--- config.mk ---
export PLATFORM = sky130hd
export DESIGN_NAME = fatd_ram
export DESIGN_NICKNAME = d
export VERILOG_FILES = /design/src/fatd_ram.sv
export SDC_FILE = /design/constraint.sdc
export NUM_CORES = 1
export LEC_CHECK = 0
export ABC_AREA = 1
export CAP_MARGIN = 20
export CORE_UTILIZATION = 60
export CTS_CLUSTER_SIZE = 40
export DETAILED_ROUTE_END_ITERATION = 8
export DONT_BUFFER_PORTS = 1
export HOLD_SLACK_MARGIN = 0.03
export PLACE_DENSITY = 0.76
export RECOVER_POWER = 100
export SETUP_SLACK_MARGIN = 0.15
export SYNTH_ARGS = -nofsm -noshare
export SYNTH_HDL_FRONTEND = slang
export SYNTH_SLANG_ARGS = --single-unit
--- constraint.sdc ---
create_clock -name clk -period 1.5 [get_ports clk]
set_input_delay 0.15 -clock clk [delete_from_list [all_inputs] [get_ports clk]]
set_output_delay 0.15 -clock clk [all_outputs]
set_load 0.05 [all_outputs]
--- src/fatd_ram.sv ---
// Generic simple dual-port RAM with one write port and one registered read port.
// Used for the tag and recency store of the tag directory.
// No dependencies.
module fatd_ram #(
  parameter int unsigned WIDTH = 8,
  parameter int unsigned DEPTH = 16
) (
  input  logic                     clk,
  input  logic                     wr_en,
  input  logic [$clog2(DEPTH)-1:0] wr_addr,
  input  logic [WIDTH-1:0]         wr_data,
  input  logic                     rd_en,
  input  logic [$clog2(DEPTH)-1:0] rd_addr,
  output logic [WIDTH-1:0]         rd_data
);

  logic [WIDTH-1:0] mem [DEPTH];

  always_ff @(posedge clk) begin
    if (wr_en) begin
      mem[wr_addr] <= wr_data;
    end
    if (rd_en) begin
      rd_data <= mem[rd_addr];
    end
  end

endmodule

# Word level (Yosys, flattened, before mapping)
# Memory sizes are Yosys's and may differ from the RTL's. A register that Yosys moved wholly into a read port is not among the register bits.
# Index checks and enable logic that the tools add are counted.
[totals] mem_count=1 out_inout_bits=8 elab_cells=3 register_bits=0 mem_bits_rw=128 input_bits=19
[memory_table] memory="mem" words=16 word_bits=8 rd=1 rd_clocked_by_memory_dff=1 write_ports=1 line_no="17" source="logic [WIDTH-1:0] mem [DEPTH];"
[classes] mux=2
[ops] operator="$mux W1" count=2

# Longest topological paths before layout
# Gate-level depths: netlist of run 1.
[logic_depth] word_depth=2 mapped_depth=8 ltp_nobuf=7

# Least setup slack after synthesis of run 1
# No wires, ideal clock.
[synth_timing] path_type="input to register" from="input wr_addr[2]" to="memory mem[10][0] (enable)" arrival_ps=731 cell_stages=2 slack_ps=399 cell_sequence="nand3b_1 > nor2_1"
[synth_lines] item="start, declared" line_no="10" source="input logic [$clog2(DEPTH)-1:0] wr_addr,"
[synth_lines] item="end, declared" line_no="17"
# No word-level cell before the write port.

# Worst setup path after layout of run 1
[layout_timing] from="register rd_data[3] (read register of mem)" to="output rd_data[3]"
[layout_lines] item="start, declared" line_no="14" source="output logic [WIDTH-1:0] rd_data"
# No word-level cell between the ends.

==> results.sh, run 1 <==
export IMPL_layout_commonest_cell="nand2_1"
export IMPL_grt_max_degree=66
export IMPL_io_buffers=0
export IMPL_powerDensity_nw_per_um2=1320
export IMPL_die_w_um=101
export IMPL_synth_area_leaders="edfxtp_1 70%, nand2_1 11%, nand3_1 8.3%, inv_1 6.4%, buf_6 1.2%"
export IMPL_grt_pass1_wl_um=20300
export IMPL_final_cell_mix="173 x nand2_1, 136 x edfxtp_1, 100 x inv_1, 97 x nand3_1, 20 x clkbuf_1"
export IMPL_regArea_um2=4080
export IMPL_dpl_cell_area_um2=6030
export IMPL_grt_usage=0.286
export IMPL_finalNetCount=597
export IMPL_fillCellCount=640
export IMPL_multi_input_area_um2=1210
export IMPL_wl_um=13300
export IMPL_fin_setup_tns_ns=0
export IMPL_netSwitchingPower_w=0.00186
export IMPL_syn_inst=551
export IMPL_p_total_w=0.00879
export IMPL_drt_iter0_markers=462
export IMPL_fin_util=0.713
export IMPL_drv_slew=0
export IMPL_fin_crit_sh=0.913
export IMPL_met2RoutedLength_um=6320
export IMPL_avgViaCountPerCell=5.47
export IMPL_seq_power_share=0.498
export IMPL_synth_top_area_frac=0.698
export IMPL_fin_area_um2=6660
export IMPL_max_slew_worst_pin_slew_ns=0.811
export IMPL_comb_power_share=0.052
export IMPL_syn_nets=570
export IMPL_power_leakage_nw=2.82
export IMPL_cp_data_arrival_time_ns=1.22
export IMPL_netlist_area_um2=5850
export IMPL_wl_met3_um=1160
export IMPL_drcViolationCount=0
export IMPL_clkPwrFrac=0.449
export IMPL_syn2layout_area_growth_pct=13.8
export IMPL_cts_sinks=136
export IMPL_vias=3938
export IMPL_dieArea_um2=10100
export IMPL_endpoint_kind="output port"
export IMPL_initial_utilization=0.627
export IMPL_path_class="flop to output port"
export IMPL_fp_coreArea_um2=9330
export IMPL_cp_data_required_time_ns=1.35
export IMPL_root_buffer="clkbuf_8"
export IMPL_gp_congestion=0.863
export IMPL_syn_avg_cell_area_um2=10.6
export IMPL_relSlewSlack=0.460
export IMPL_cts_tree="built"
export IMPL_synth_distinct_cells=11
export IMPL_io_pins=27
export IMPL_fin_crit_ns=1.37
export IMPL_hold_violations=0
export IMPL_gr_total_overflow=0
export IMPL_maxCapViolations=0
export IMPL_status="complete, no violations"
export IMPL_layout_drive_gt1_share=0.0542
export IMPL_clk_pin_slew_ns=0.05
export IMPL_rows=35
export IMPL_synth_seq_cells=136
export IMPL_clock_fmax_ghz=0.731
export IMPL_cts_made_buffers=17
export IMPL_p_int_w=0.00693
export IMPL_clk_latency_ns=0.52
export IMPL_ant_nets=0
export IMPL_yosysWarnings=0
export IMPL_ir_drop_v=0.000803
export IMPL_first_pass_iters=5
export IMPL_final_setup_viol_count=0
export IMPL_yosys_area_top_type="edfxtp_1"
export IMPL_synth_seq_area_share=0.698
export IMPL_wl_per_cell_um=18.4
export IMPL_htree_levels=4
export IMPL_place_hpwl_um=7710
export IMPL_start_kind="flop"
export IMPL_grt_setup_unrepaired="yes"
export IMPL_antenna_found_initial=1
export IMPL_worstHoldPathType="input pin to flop"
export IMPL_highest_layer="met4"
export IMPL_switching_share=0.212
export IMPL_crit_fanout=1
export IMPL_grt_pass1_vias=3888
export IMPL_wl_met1_um=5440
export IMPL_finalClockSkew_ns=0.00716
export IMPL_cts_buffer_depth=2
export IMPL_die_h_um=101
-- area by class of cell --
type,count,area share
Sequential cell,136,0.614
Multi-Input combinational cell,289,0.182
Clock buffer,21,0.0645
Inverter,102,0.0575
Timing Repair Buffer,32,0.0380
Tap cell,129,0.0243
Clock inverter,10,0.0194
Antenna cell,1,0.000376
-- cells in the mapped netlist (all sizes together) --
master	number
nand2	173
nand3b	2
nand3	97
nor2	17
edfxtp	136
buf	24
inv	102
-- stage by stage --
stage / setup slack (ns) / cells / hold slack [ns]
5_1_grt: 0.106 / 719 / 0.0509
3_5_place_dp: 0.335 / 676 / 0.249
3_3_place_gp: 0.322 / 676 / 0.250
2_1_floorplan: 0.399 / 551 / 0.249
6_report: 0.131 / 720 / 0.0436
4_1_cts: 0.119 / 719 / 0.0315
-- state kept, by name, indices dropped and copies added, names as in the netlist --
register / cells
mem: 128
rd_data: 8
-- cells by family (layout without fill, tap and decap cells) --
logic type / after synthesis / count (layout) / share of synthesized area
buffers and inverters: 126 / 165 / 0.0939
DFF: 136 / 136 / 0.698
other: 0 / 1 / 0
and+or+nand+nor: 289 / 289 / 0.208
-- worst paths after layout --
check	start	endpoint	slack, ns	cells past startpoint
worst max-delay path	rd_data[3]	rd_data[3]	0.13	0
worst min-delay path	rd_addr[1]	rd_data[4]	0.04	4
worst max register to register	mem[10][4]	rd_data[4]	0.30	6
worst min register to register	mem[12][5]	rd_data[5]	0.74	6
-- power by group through the flow --
stage	registers [W]	logic, W	clock network [W]
3_5_place_dp	0.00446	0.000344	0
6_report	0.00438	0.000459	0.00395
2_1_floorplan	0.00444	0.000300	0
5_1_grt	0.00439	0.000499	0.00412
3_3_place_gp	0.00446	0.000337	0
4_1_cts	0.00438	0.000458	0.00397
-- what timing repair did --
item,4_1_cts,5_1_grt
setup buffers,0,0
endpoints found under the setup margin,4,6
pin swaps,0,0
endpoints found under the hold margin,144,0
gates resized for setup,0,2
cloned,0,0
hold buffers,12,0
-- per-layer routing --
| metal | vias to the layer above | GRT usage |
|---|---|---|
| met2 | 200 | 0.458 |
| met4 | 0 | 0.138 |
| met1 | 1866 | 0.365 |
| met3 | 30 | 0.0763 |
| met5 | - | 0 |
| li1 | 1842 | - |
No activity file was read; power rests on OpenSTA's default activity.
==> inputs of run 2 (changes only) <==
==> constraint.sdc (replaced) <==
create_clock -name clk -period 1.5 [get_ports clk]
set_input_delay 0 -clock clk [delete_from_list [all_inputs] [get_ports clk]]
set_output_delay 0 -clock clk [all_outputs]
set_load 0.05 [all_outputs]
==> run 2 against run 1 <==
  * Highest routed layer unchanged
  * Wire length rose by 5.4%
  * The run now ends with hold timing left
  * Global-route usage rose by 1.4 points
  * Clock-buffer cell count fell by 3
==> results.sh, run 2 (synthesis gave the netlist of run 1 again) <==
export IMPL_crit_top_cell="dlygate4sd3_1"
export IMPL_cts_sinks=136
export IMPL_rows=35
export IMPL_drt_iter0_markers=435
export IMPL_ir_drop_v=0.000720
export IMPL_power_leakage_nw=2.84
export IMPL_fp_coreArea_um2=9330
export IMPL_wl_per_cell_um=19.2
export IMPL_maxCapViolations=0
export IMPL_wl_um=14000
export IMPL_root_buffer="clkbuf_8"
export IMPL_cts_setup_buffers=0
export IMPL_cp_data_arrival_time_ns=1.57
export IMPL_comb_power_share=0.057
export IMPL_antenna_found_initial=0
export IMPL_ant_nets=0
export IMPL_start_kind="input pin"
export IMPL_avgViaCountPerCell=5.52
export IMPL_fin_setup_tns_ns=0
export IMPL_drv_slew=0
export IMPL_fin_crit_sh=0.907
export IMPL_cts_tree="built"
export IMPL_relSlewSlack=0.438
export IMPL_dieArea_um2=10100
export IMPL_seq_power_share=0.494
export IMPL_place_hpwl_um=7730
export IMPL_die_h_um=101
export IMPL_max_slew_worst_pin_slew_ns=0.840
export IMPL_gr_total_overflow=0
export IMPL_grt_usage=0.300
export IMPL_cp_data_required_time_ns=1.71
export IMPL_crit_fanout=8
export IMPL_fin_crit_ns=1.36
export IMPL_syn2layout_area_growth_pct=15.3
export IMPL_finalClockSkew_ns=0.00826
export IMPL_final_setup_viol_count=0
export IMPL_path_class="input pin to flop"
export IMPL_powerDensity_nw_per_um2=1310
export IMPL_cts_resized=0
export IMPL_worstHoldPathType="input pin to flop"
export IMPL_clk_latency_ns=0.53
export IMPL_first_pass_iters=5
export IMPL_die_w_um=101
export IMPL_violations="hold timing"
export IMPL_grt_max_degree=66
export IMPL_top_regs="mem x128, rd_data x8"
export IMPL_clkPwrFrac=0.449
export IMPL_htree_levels=4
export IMPL_largest_register_ffs=128
export IMPL_clk_pin_slew_ns=0.06
export IMPL_place_ws_ns=0.340
export IMPL_drcViolationCount=0
export IMPL_io_buffers=0
export IMPL_cts_made_buffers=17
export IMPL_status="complete, but fails checks"
export IMPL_initial_utilization=0.627
export IMPL_fin_hold_ws_ns=-0.0517
export IMPL_layout_commonest_cell="nand2_1"
export IMPL_endpoint_kind="flop"
export IMPL_cpMaxStageDelayCell="dlygate4sd3_1"
export IMPL_final_cell_mix="173 x nand2_1, 136 x edfxtp_1, 100 x inv_1, 97 x nand3_1, 18 x dlygate4sd3_1"
export IMPL_netSwitchingPower_w=0.00204
export IMPL_cts_buffer_depth=2
export IMPL_layout_drive_gt1_share=0.0701
export IMPL_grt_pass1_wl_um=21500
export IMPL_gp_congestion=0.808
export IMPL_switching_share=0.231
export IMPL_finalNetCount=605
export IMPL_vias=4027
export IMPL_grt_pass1_vias=3998
export IMPL_cpPeakStageDelay_ns=0.60
export IMPL_fin_ws_ns=0.140
export IMPL_cp_cell_sequence="dlygate4sd3_1 > nand2_1 > dlygate4sd3_1 > nor2_1 > clkbuf_2"
export IMPL_p_int_w=0.00681
export IMPL_largest_register="mem"
export IMPL_io_pins=27
export IMPL_grt_setup_unrepaired="no"
export IMPL_clock_fmax_ghz=0.735
export IMPL_hold_violations=8
## run 2: critical path, delay by kind of cell
kind | cells | cell delay [ns]
AND/OR/NAND/NOR | 2 | 0.16
buffers and inverters | 3 | 1.42
## run 2: cell type report
class,instances,area [µm²]
Multi-Input combinational cell,289,1210
Fill cell,649,2580
Clock inverter,14,150
Inverter,102,383
Clock buffer,18,418
Sequential cell,136,4080
Timing Repair Buffer,40,330
Tap cell,129,161
Antenna cell,1,2.50
## run 2: per-layer routing
layer  vias to the layer above  track usage  wire [µm]
li1                       1858            -          -
met1                      1893        0.397       5430
met2                       241        0.490       6870
met3                        35       0.0687       1370
met4                         0        0.109        320
met5                         -            0          0
## run 2: path summary, 6_finish.rpt
path / startpoint / end / slack [ns] / cells after the start
min reg2reg: mem[2][1] / rd_data[1] / 0.76 / 6
max reg2reg: mem[1][0] / rd_data[0] / 0.30 / 6
min: rd_addr[0] / rd_data[7] / -0.05 / 6
max: wr_en / mem[0][7] / 0.14 / 5
## run 2: repair_timing
action	in CTS	in global routing
hold endpoints to repair	235	8
hold buffers	18	2
endpoints found under the setup margin	0	0
## run 2: power by group through the flow
| stage | logic (W) | registers [W] | clock network (W) |
|---|---|---|---|
| final | 0.000502 | 0.00438 | 0.00398 |
| after global routing | 0.000555 | 0.00438 | 0.00413 |
| after CTS | 0.000479 | 0.00438 | 0.00398 |
| after detailed placement | 0.000341 | 0.00446 | 0 |
| after global placement | 0.000330 | 0.00445 | 0 |
| after floorplan | 0.000300 | 0.00444 | 0 |
## run 2: stage by stage
| step | hold slack (ns) | instance area (µm²) | power [W] | std cells | utilization |
|---|---|---|---|---|---|
| after floorplan | 0.0989 | 5850 | 0.00474 | 551 | - |
| after global placement | 0.0998 | 6000 | 0.00478 | 676 | 0.644 |
| after detailed placement | 0.0997 | 6000 | 0.00480 | 676 | 0.644 |
| after CTS | -0.110 | 6760 | 0.00884 | 726 | 0.725 |
| after global routing | 0.0318 | 6740 | 0.00907 | 728 | 0.723 |
| final | -0.0517 | 6740 | 0.00885 | 729 | 0.723 |
